File: src/sv/crc_pkg.sv
// crc_pkg: widths, register codes, word types and back-end states shared by
// the counter rate calculator modules. Depends on nothing.

package crc_pkg;

	// field widths
	localparam int TIME_W   = 48;
	localparam int VAL_W    = 40;
	localparam int LIM_W    = 40;
	localparam int RATE_W   = 64;
	localparam int FRAC_W   = 8;

	// value delta before and after the wrap correction
	localparam int DLT_W    = VAL_W + 1;
	localparam int WDL_W    = VAL_W + 2;

	// scaled numerator, dividend and quotient
	localparam int NUM_W    = 52;
	localparam int QUO_W    = NUM_W + FRAC_W;
	localparam int CNT_W    = $clog2(QUO_W);
	localparam int MS_SCALE = 1000;

	// job queue
	localparam int QDEPTH   = 2;
	localparam int QPTR_W   = $clog2(QDEPTH);
	localparam int QCNT_W   = $clog2(QDEPTH + 1);

	// configuration port
	localparam int CFG_DW   = 64;
	localparam int ADDR_W   = 6;
	localparam int REG_IDX_W = 3;

	localparam logic [REG_IDX_W-1:0] REG_COUNTER_MODE = 3'd0;
	localparam logic [REG_IDX_W-1:0] REG_DROP_WRAPS   = 3'd1;
	localparam logic [REG_IDX_W-1:0] REG_COUNTER_LIM  = 3'd2;
	localparam logic [REG_IDX_W-1:0] REG_WRAP_THRESH  = 3'd3;
	localparam logic [REG_IDX_W-1:0] REG_MS_STAMPS    = 3'd4;

	typedef struct packed {
		logic                     counter_mode;
		logic                     drop_wraps;
		logic [LIM_W-1:0]         counter_limit;
		logic [LIM_W-1:0]         wrap_rate_threshold;
		logic                     millisecond_stamps;
	} cfg_t;

	typedef struct packed {
		logic [TIME_W-1:0]        sample_time;
		logic signed [VAL_W-1:0]  sample_value;
		logic                     series_start;
	} in_word_t;

	typedef struct packed {
		logic [TIME_W-1:0]        rate_time;
		logic signed [RATE_W-1:0] rate_value;
		logic                     wrapped;
		logic                     suppressed;
		logic                     order_error;
	} out_word_t;

	// one classified sample waiting for its division
	typedef struct packed {
		logic [TIME_W-1:0]        stamp;
		logic [TIME_W-1:0]        dt;
		logic [NUM_W-1:0]         num;
		logic                     neg;
		logic                     wrap;
		logic                     err;
	} job_t;

	typedef enum logic [1:0] {
		BK_IDLE,
		BK_DIV,
		BK_DONE
	} back_state_t;

endpackage

File: src/sv/counter_rate_calculator_top.sv
// counter_rate_calculator_top: per-second rate of a timestamped counter series.
// Depends on crc_pkg, crc_regs, crc_front, crc_queue and crc_back.
//
// Input channel: sample_valid / sample_stall carry one sample word (time, value,
// series start). Output channel: rate_valid / rate_stall carry one rate word.
// A word moves on a rising edge with valid high and stall low.
// The first sample of a series, and a wrapped sample while drop_wraps is set,
// give no rate word; every other sample gives exactly one.
// The front takes one sample a cycle while its two stages and the two-entry job
// queue have room. The back divides one job at a time with a one-bit-per-cycle
// restoring divider over 60 quotient bits; each rate word takes a pop, 60
// division steps and a result, while an order error skips the steps.
// A stalled rate word holds in the output register while the back starts the
// next division; when queue and stages fill, sample_stall rises.
// Reset (arst_n low) clears the registers, the stored sample, the queue and
// all valids. Configuration is written through the APB port at 8*index,
// pready is always high; write it only while the block is idle.

module counter_rate_calculator_top
	import crc_pkg::*;
(
	input  logic              clk,
	input  logic              arst_n,
	input  logic              sample_valid,
	output logic              sample_stall,
	input  in_word_t          sample,
	output logic              rate_valid,
	input  logic              rate_stall,
	output out_word_t         rate,
	input  logic              psel,
	input  logic              penable,
	input  logic              pwrite,
	input  logic [ADDR_W-1:0] paddr,
	input  logic [CFG_DW-1:0] pwdata,
	output logic [CFG_DW-1:0] prdata,
	output logic              pready
);

	cfg_t cfg;
	logic push;
	logic q_full;
	job_t push_job;
	logic pop;
	logic q_empty;
	job_t head;

	crc_regs u_regs (
		.clk     (clk),
		.arst_n  (arst_n),
		.psel    (psel),
		.penable (penable),
		.pwrite  (pwrite),
		.paddr   (paddr),
		.pwdata  (pwdata),
		.prdata  (prdata),
		.pready  (pready),
		.cfg     (cfg)
	);

	crc_front u_front (
		.clk          (clk),
		.arst_n       (arst_n),
		.cfg          (cfg),
		.sample_valid (sample_valid),
		.sample_stall (sample_stall),
		.sample       (sample),
		.push         (push),
		.q_full       (q_full),
		.push_job     (push_job)
	);

	crc_queue u_queue (
		.clk      (clk),
		.arst_n   (arst_n),
		.push     (push),
		.push_job (push_job),
		.full     (q_full),
		.pop      (pop),
		.empty    (q_empty),
		.head     (head)
	);

	crc_back u_back (
		.clk        (clk),
		.arst_n     (arst_n),
		.cfg        (cfg),
		.q_empty    (q_empty),
		.head       (head),
		.pop        (pop),
		.rate_valid (rate_valid),
		.rate_stall (rate_stall),
		.rate       (rate)
	);

endmodule

File: src/sv/crc_regs.sv
// crc_regs: APB-style configuration register file, registers at 8*index.
// Depends on crc_pkg.

module crc_regs
	import crc_pkg::*;
(
	input  logic              clk,
	input  logic              arst_n,
	input  logic              psel,
	input  logic              penable,
	input  logic              pwrite,
	input  logic [ADDR_W-1:0] paddr,
	input  logic [CFG_DW-1:0] pwdata,
	output logic [CFG_DW-1:0] prdata,
	output logic              pready,
	output cfg_t              cfg
);

	cfg_t                 cfg_q;
	logic                 wr_en;
	logic [REG_IDX_W-1:0] idx;

	assign pready = 1'b1;
	assign idx    = paddr[ADDR_W-1:ADDR_W-REG_IDX_W];
	assign wr_en  = psel && penable && pwrite && pready;
	assign cfg    = cfg_q;

	// register writes; unknown indexes are ignored
	always_ff @(posedge clk or negedge arst_n) begin
		if (!arst_n) begin
			cfg_q <= '0;
		end else if (wr_en) begin
			case (idx)
				REG_COUNTER_MODE: cfg_q.counter_mode        <= pwdata[0];
				REG_DROP_WRAPS:   cfg_q.drop_wraps          <= pwdata[0];
				REG_COUNTER_LIM:  cfg_q.counter_limit       <= pwdata[LIM_W-1:0];
				REG_WRAP_THRESH:  cfg_q.wrap_rate_threshold <= pwdata[LIM_W-1:0];
				REG_MS_STAMPS:    cfg_q.millisecond_stamps  <= pwdata[0];
				default: ;
			endcase
		end
	end

	// read back
	always_comb begin
		case (idx)
			REG_COUNTER_MODE: prdata = CFG_DW'(cfg_q.counter_mode);
			REG_DROP_WRAPS:   prdata = CFG_DW'(cfg_q.drop_wraps);
			REG_COUNTER_LIM:  prdata = CFG_DW'(cfg_q.counter_limit);
			REG_WRAP_THRESH:  prdata = CFG_DW'(cfg_q.wrap_rate_threshold);
			REG_MS_STAMPS:    prdata = CFG_DW'(cfg_q.millisecond_stamps);
			default:          prdata = '0;
		endcase
	end

endmodule

File: src/sv/crc_front.sv
// crc_front: accepts samples, keeps the previous sample, classifies each one
// and builds the scaled numerator over two stages. Depends on crc_pkg.

module crc_front
	import crc_pkg::*;
(
	input  logic     clk,
	input  logic     arst_n,
	input  cfg_t     cfg,
	input  logic     sample_valid,
	output logic     sample_stall,
	input  in_word_t sample,
	output logic     push,
	input  logic     q_full,
	output job_t     push_job
);

	logic [TIME_W-1:0]       prev_time_q;
	logic signed [VAL_W-1:0] prev_value_q;
	logic                    have_prev_q;

	logic                    s1_v_q;
	logic [TIME_W-1:0]       stamp_s1;
	logic [TIME_W-1:0]       dt_s1;
	logic signed [DLT_W-1:0] delta_s1;
	logic                    wrap_s1;
	logic                    err_s1;

	logic                    s2_v_q;
	logic [TIME_W-1:0]       stamp_s2;
	logic [TIME_W-1:0]       dt_s2;
	logic signed [WDL_W-1:0] delta_s2;
	logic                    wrap_s2;
	logic                    err_s2;

	logic                    acc;
	logic                    s1_move;
	logic                    s2_move;
	logic signed [DLT_W-1:0] delta_in;
	logic                    order_err;
	logic                    wrap_in;
	logic                    emit;
	logic signed [WDL_W-1:0] delta_wr;
	logic [WDL_W-1:0]        mag;
	logic                    neg;

	// stage handshakes
	assign s2_move      = s2_v_q && !q_full;
	assign s1_move      = s1_v_q && (!s2_v_q || s2_move);
	assign sample_stall = s1_v_q && !s1_move;
	assign acc          = sample_valid && !sample_stall;

	// classification of the incoming word against the stored sample
	assign delta_in  = DLT_W'(sample.sample_value) - DLT_W'(prev_value_q);
	assign order_err = !(sample.sample_time > prev_time_q);
	assign wrap_in   = cfg.counter_mode && delta_in[DLT_W-1] && !order_err;
	assign emit      = !sample.series_start && have_prev_q && !(wrap_in && cfg.drop_wraps);

	// previous sample, stored on every accepted word
	always_ff @(posedge clk or negedge arst_n) begin
		if (!arst_n) begin
			prev_time_q  <= '0;
			prev_value_q <= '0;
			have_prev_q  <= 1'b0;
		end else if (acc) begin
			prev_time_q  <= sample.sample_time;
			prev_value_q <= sample.sample_value;
			have_prev_q  <= 1'b1;
		end
	end

	// stage valids
	always_ff @(posedge clk or negedge arst_n) begin
		if (!arst_n) begin
			s1_v_q <= 1'b0;
			s2_v_q <= 1'b0;
		end else begin
			if (acc)
				s1_v_q <= emit;
			else if (s1_move)
				s1_v_q <= 1'b0;
			if (s1_move)
				s2_v_q <= 1'b1;
			else if (s2_move)
				s2_v_q <= 1'b0;
		end
	end

	// stage 1: time delta and raw value delta
	always_ff @(posedge clk) begin
		if (acc) begin
			stamp_s1 <= sample.sample_time;
			dt_s1    <= sample.sample_time - prev_time_q;
			delta_s1 <= delta_in;
			wrap_s1  <= wrap_in;
			err_s1   <= order_err;
		end
	end

	// stage 2: wrap correction
	assign delta_wr = wrap_s1 ? WDL_W'(cfg.counter_limit) + WDL_W'(delta_s1)
	                          : WDL_W'(delta_s1);

	always_ff @(posedge clk) begin
		if (s1_move) begin
			stamp_s2 <= stamp_s1;
			dt_s2    <= dt_s1;
			delta_s2 <= delta_wr;
			wrap_s2  <= wrap_s1;
			err_s2   <= err_s1;
		end
	end

	// magnitude and millisecond scaling into the queue
	assign neg = delta_s2[WDL_W-1];
	assign mag = neg ? WDL_W'(-delta_s2) : WDL_W'(delta_s2);

	always_comb begin
		push_job.stamp = stamp_s2;
		push_job.dt    = dt_s2;
		push_job.num   = cfg.millisecond_stamps ? NUM_W'(NUM_W'(mag) * NUM_W'(MS_SCALE))
		                                        : NUM_W'(mag);
		push_job.neg   = neg;
		push_job.wrap  = wrap_s2;
		push_job.err   = err_s2;
	end

	assign push = s2_move;

endmodule

File: src/sv/crc_queue.sv
// crc_queue: short FIFO of classified jobs between front and back.
// Depends on crc_pkg.

module crc_queue
	import crc_pkg::*;
(
	input  logic clk,
	input  logic arst_n,
	input  logic push,
	input  job_t push_job,
	output logic full,
	input  logic pop,
	output logic empty,
	output job_t head
);

	job_t              slot_q [QDEPTH];
	logic [QPTR_W-1:0] wr_ptr_q;
	logic [QPTR_W-1:0] rd_ptr_q;
	logic [QCNT_W-1:0] cnt_q;

	assign full  = (cnt_q == QCNT_W'(QDEPTH));
	assign empty = (cnt_q == '0);
	assign head  = slot_q[rd_ptr_q];

	// pointers and fill count
	always_ff @(posedge clk or negedge arst_n) begin
		if (!arst_n) begin
			wr_ptr_q <= '0;
			rd_ptr_q <= '0;
			cnt_q    <= '0;
		end else begin
			if (push)
				wr_ptr_q <= (wr_ptr_q == QPTR_W'(QDEPTH - 1)) ? '0 : wr_ptr_q + 1'b1;
			if (pop)
				rd_ptr_q <= (rd_ptr_q == QPTR_W'(QDEPTH - 1)) ? '0 : rd_ptr_q + 1'b1;
			if (push && !pop)
				cnt_q <= cnt_q + 1'b1;
			else if (pop && !push)
				cnt_q <= cnt_q - 1'b1;
		end
	end

	// storage
	always_ff @(posedge clk) begin
		if (push)
			slot_q[wr_ptr_q] <= push_job;
	end

endmodule

File: src/sv/crc_back.sv
// crc_back: radix-2 restoring divider, threshold check and result register.
// Depends on crc_pkg.

module crc_back
	import crc_pkg::*;
(
	input  logic      clk,
	input  logic      arst_n,
	input  cfg_t      cfg,
	input  logic      q_empty,
	input  job_t      head,
	output logic      pop,
	output logic      rate_valid,
	input  logic      rate_stall,
	output out_word_t rate
);

	back_state_t       state_q;
	back_state_t       state_d;
	job_t              job_q;
	logic [TIME_W-1:0] rem_q;
	logic [QUO_W-1:0]  quo_q;
	logic [CNT_W-1:0]  cnt_q;
	logic              out_v_q;
	out_word_t         out_q;

	logic              load;
	logic              step;
	logic              emit;
	logic              out_free;
	logic [TIME_W:0]   trial;
	logic              q_bit;
	logic [QUO_W-1:0]  thr_sh;
	logic              supp;
	logic [RATE_W-1:0] qx;
	out_word_t         res;

	assign out_free = !out_v_q || !rate_stall;

	// state register
	always_ff @(posedge clk or negedge arst_n) begin
		if (!arst_n)
			state_q <= BK_IDLE;
		else
			state_q <= state_d;
	end

	// next state and controls
	always_comb begin
		state_d = state_q;
		load    = 1'b0;
		step    = 1'b0;
		emit    = 1'b0;
		case (state_q)
			BK_IDLE: begin
				if (!q_empty) begin
					load    = 1'b1;
					state_d = head.err ? BK_DONE : BK_DIV;
				end
			end
			BK_DIV: begin
				step = 1'b1;
				if (cnt_q == '0)
					state_d = BK_DONE;
			end
			BK_DONE: begin
				if (out_free) begin
					emit    = 1'b1;
					state_d = BK_IDLE;
				end
			end
			default: state_d = BK_IDLE;
		endcase
	end

	assign pop = load;

	// one quotient bit per cycle
	assign trial = {rem_q, quo_q[QUO_W-1]};
	assign q_bit = (trial >= {1'b0, job_q.dt});

	always_ff @(posedge clk) begin
		if (load) begin
			job_q <= head;
			rem_q <= '0;
			quo_q <= head.err ? '0 : {head.num, FRAC_W'(0)};
			cnt_q <= CNT_W'(QUO_W - 1);
		end else if (step) begin
			rem_q <= q_bit ? TIME_W'(trial - {1'b0, job_q.dt}) : TIME_W'(trial);
			quo_q <= {quo_q[QUO_W-2:0], q_bit};
			cnt_q <= cnt_q - 1'b1;
		end
	end

	// threshold: true quotient above threshold, read from the scaled quotient
	assign thr_sh = QUO_W'({cfg.wrap_rate_threshold, FRAC_W'(0)});
	assign supp   = job_q.wrap && !job_q.neg && (cfg.wrap_rate_threshold != '0) &&
	                ((quo_q > thr_sh) || ((quo_q == thr_sh) && (rem_q != '0)));
	assign qx     = RATE_W'(quo_q);

	always_comb begin
		res.rate_time   = job_q.stamp;
		res.rate_value  = '0;
		res.wrapped     = 1'b0;
		res.suppressed  = 1'b0;
		res.order_error = 1'b0;
		if (job_q.err) begin
			res.order_error = 1'b1;
		end else begin
			res.wrapped    = job_q.wrap;
			res.suppressed = supp;
			if (!supp)
				res.rate_value = job_q.neg ? -qx : qx;
		end
	end

	// result register
	always_ff @(posedge clk or negedge arst_n) begin
		if (!arst_n)
			out_v_q <= 1'b0;
		else if (emit)
			out_v_q <= 1'b1;
		else if (!rate_stall)
			out_v_q <= 1'b0;
	end

	always_ff @(posedge clk) begin
		if (emit)
			out_q <= res;
	end

	assign rate_valid = out_v_q;
	assign rate       = out_q;

endmodule

File: config.mk
export PLATFORM = sky130hd
export DESIGN_NAME = counter_rate_calculator_top
export DESIGN_NICKNAME = d
export VERILOG_FILES = /design/src/sv/crc_pkg.sv /design/src/sv/counter_rate_calculator_top.sv /design/src/sv/crc_regs.sv /design/src/sv/crc_front.sv /design/src/sv/crc_queue.sv /design/src/sv/crc_back.sv
export SDC_FILE = /design/constraint.sdc
export NUM_CORES = 2
export LEC_CHECK = 0
export BUFFER_PORTS_ARGS = -buffer_cell sky130_fd_sc_hd__buf_2
export CORE_AREA = 8 8 317 319
export DETAILED_ROUTE_END_ITERATION = 16
export DIE_AREA = 0 0 325 327
export GPL_TIMING_DRIVEN = 0
export PLACE_DENSITY = 0.85
export SLEW_MARGIN = 0
export SYNTH_ARGS = -nofsm -noshare
export SYNTH_HDL_FRONTEND = slang
export SYNTH_SLANG_ARGS = --single-unit
File: constraint.sdc
create_clock -name clk -period 9.4 [get_ports clk]
set_clock_uncertainty 0.1 [all_clocks]
set_input_delay 2.82 -clock clk [delete_from_list [all_inputs] [get_ports clk]]
set_output_delay 2.82 -clock clk [all_outputs]
set_load 0.1 [all_outputs]
==> results.md <==
- Mapped Area: 58,600 um^2
- GRT overflow: 0
- Crit path time final: 9.04 ns
- DR pass1 iterations: 6
- Crit path launch type: flop
- Placer Congestion: 0.979
- Status: finished clean
- Htree depth: 3
- DRT Wirelength: 162,000 um
- Core box area: 95,700 um^2
- DR vias/cell: 6.08
- Port Buffers: 295
- # fillers: 6,648
- Commonest non-fill, non-tap cell in the layout: edfxtp_1
- Slew Viols, Final: 0
- Initial core utilization: 61.2%
- Mean post-synth cell area: 11.7 um^2
- Most frequent cells in the layout: edfxtp_1, nand2_1, o21ai_0, inv_1, ha_1
- Io pins: 348
- Clock transition at path regs: 0.06 ns
- Post-route ant nets: 0
- Crit end category: flop
- Register area: 31,300 um^2
- Final Cell Area: 66,100 um^2
- Most frequent CP cell: fa_1
- # nets final: 6,061
- Largest net degree at the start of global routing: 96
- CP Class: reg2reg
- Antenna violations before repair: 17
- Max Fclk: 0.111 GHz
- Ys async rst share: 16.6%
- RSZ-0062 raised after global routing: no
- Number of synthesized flops with an enable pin: 855
- Area grow syn2layout: 12.8%
- Worst-path fanout max: 10
- Clock Latency Late Sink: 0.70 ns
- Seq/Total Area, Yosys: 53.4%
- Root Buffer: clkbuf_16
- Share of cells above drive strength 1: 13.8%
- GRT Util Overall: 29.5%
- Iteration-0 DRC Markers: 4,301
- Seq cells post-synth: 1,090
- Critical path cell sequence: or4_4, or3_1, or4b_1, or2_1, o21ai_0, xor2_1, xnor2_1, fa_1, fa_1, fa_1, inv_1, ha_1, clkbuf_1, a21o_1, o21bai_1, a21o_1, a21oi_1, o21ai_0, a2111oi_0, o31ai_1, nand4_1, a31oi_1, or3_1, a21oi_1
- Relative slew slack: 1.14%
- Row cnt: 114
- Mapped Cells: 5,012
- Hold Vio Cnt, Final: 0
- Via count: 41,610
- Wirelength per Cell: 23.6 um
- Distinct cells, synth: 88
- Vias in the first global route: 41,088
- Clk buf depth: 3
- Max_cap viols: 0
- Die extent in x: 325 um
- Fin crit share: 96.2%
- HP Class: reg2reg
- Arrival time at the worst endpoint: 9.44 ns
- Post-synth top flop: edfxtp_1
- TritonCTS clock tree: yes
- DP Area: 62,200 um^2
- Worst slew pin tran: 1.47 ns
- Endpoints failing setup: 0
- Delay of the slowest critical-path stage: 0.95 ns
- CTS Buf Count: 109
- Post-DP HPWL: 121,000 um
- Global-route wire length before repair: 244,000 um
- Die Y: 327 um
- Drt drc: 0
- Crit path required time: 9.80 ns
- Area used by multi-input combinational logic: 25,100 um^2
- Syn. warnings: 0
- Slowest-stage cell, CP: xor2_1
- Die ar.: 106,000 um^2
- Clk sinks: 1,090
==> cell type report <==
type                       count  area share (%)
sequential                  1090            47.4
buffer                       214            1.38
multi-input combinational   3344            38.0
clock inverter                58            1.09
tap                         1276            2.42
timing repair buffer         316            2.94
inverter                     387            2.21
clock buffer                 142            4.54
antenna                       15          0.0568
==> cells in the mapped netlist (all sizes together) (20+ instances only) <==
library cell,instances,area [um^2]
nand2b,46,295
dfrtp,181,4530
a211oi,20,150
o21ai,437,2200
or2,31,194
edfxtp,855,25700
nand4,60,375
o21a,29,218
clkbuf,174,653
nand3,50,250
o21bai,34,255
nor2,220,826
nor4,35,219
buf,40,254
mux2,179,2020
xor2,172,1630
o31ai,42,348
a21o,161,1210
ha,300,3750
inv,384,1440
dfxtp,54,1080
and2,23,144
fa,133,2660
nor2b,45,282
a31oi,31,194
xnor2,188,1650
mux2i,88,881
and3,32,200
a21oi,251,1260
nand2,458,1720
nor3,46,230
==> what timing repair did <==
item | in CTS | in global routing
endpoints found under the setup margin | 0 | 10
setup buffers | 0 | 2
hold buffers | 0 | 0
resized for setup | 0 | 6
==> through the flow <==
step                      TNS [ns]  utilization, %  worst slack [ns]  hold WS, ns  cells
after floorplan                  0               -             0.290        0.300   5035
after global placement     -931.92            64.5             -2.88        0.300   6606
after detailed placement         0            65.0             0.174        0.305   6625
after CTS                        0            68.9             0.124        0.305   6825
after global routing             0            69.0            0.0557        0.316   6834
final                            0            69.0             0.361        0.309   6842
==> worst max-delay path: cells and delay by family, from the launching register on <==
kind / cells / cell delay (ns)
and+or+nand+nor: 6 / 2.26
DFF: 1 / 0.42
AOI/OAI and AO/OA: 10 / 2.66
xor gates and xnor gates: 2 / 1.32
adders and majority gates: 4 / 1.86
buffers and inverters: 2 / 0.22
==> worst paths after layout <==
kind	from	end	slack (ns)	cells after the start
max reg2reg	u_front.delta_s2[11]$_DFFE_PP_	u_queue.slot_q[1][54]$_DFFE_PP_	0.36	24
min in group asynchronous	arst_n	u_front.prev_value_q[18]$_DFFE_PN0P_	2.01	1
max in group asynchronous	arst_n	u_regs.cfg[59]$_DFFE_PN0P_	6.26	2
min	u_front.dt_s1[2]$_DFFE_PP_	u_front.dt_s2[2]$_DFFE_PP_	0.31	0
max	u_front.delta_s2[11]$_DFFE_PP_	u_queue.slot_q[1][54]$_DFFE_PP_	0.36	24
min reg2reg	u_front.dt_s1[2]$_DFFE_PP_	u_front.dt_s2[2]$_DFFE_PP_	0.31	0
==> registers in the layout (all words and copies together) (netlist names), 2 cells and up <==
register	count
u_front.prev_value_q	40
u_front.dt_s1	48
u_back.rate	115
u_queue.cnt_q	2
u_front.stamp_s2	48
u_front.delta_s1	41
u_queue.slot_q	302
u_back.quo_q	60
u_back.state_q	2
u_front.prev_time_q	48
u_back.cnt_q	6
u_regs.cfg	83
u_front.dt_s2	48
u_front.stamp_s1	48
u_back.rem_q	48
u_front.delta_s2	42
u_back.job_q	99
==> cell families after synthesis <==
group,count (synthesis),share of synthesized area (%)
compound gates,1146,12.1
simple gates,1094,8.71
flops,1090,53.4
buf+inv,601,4.03
fa+ha+maj,452,11.3
xor+xnor,360,5.59
mux,267,4.94
other cells,2,0.0128
==> layer usage <==
metal  vias to the layer above  global-route usage [%]  share of wire, %
li1                      18845                       -                 -
met1                     20366                    40.0                41
met4                         4                    11.5               4.2
met3                       380                    6.86               9.3
met5                         -                       0             0.014
met2                      2015                    46.5                46
Power is not shown: default switching activity piles up to over one toggle a cycle in this logic, so the estimate is an artifact.
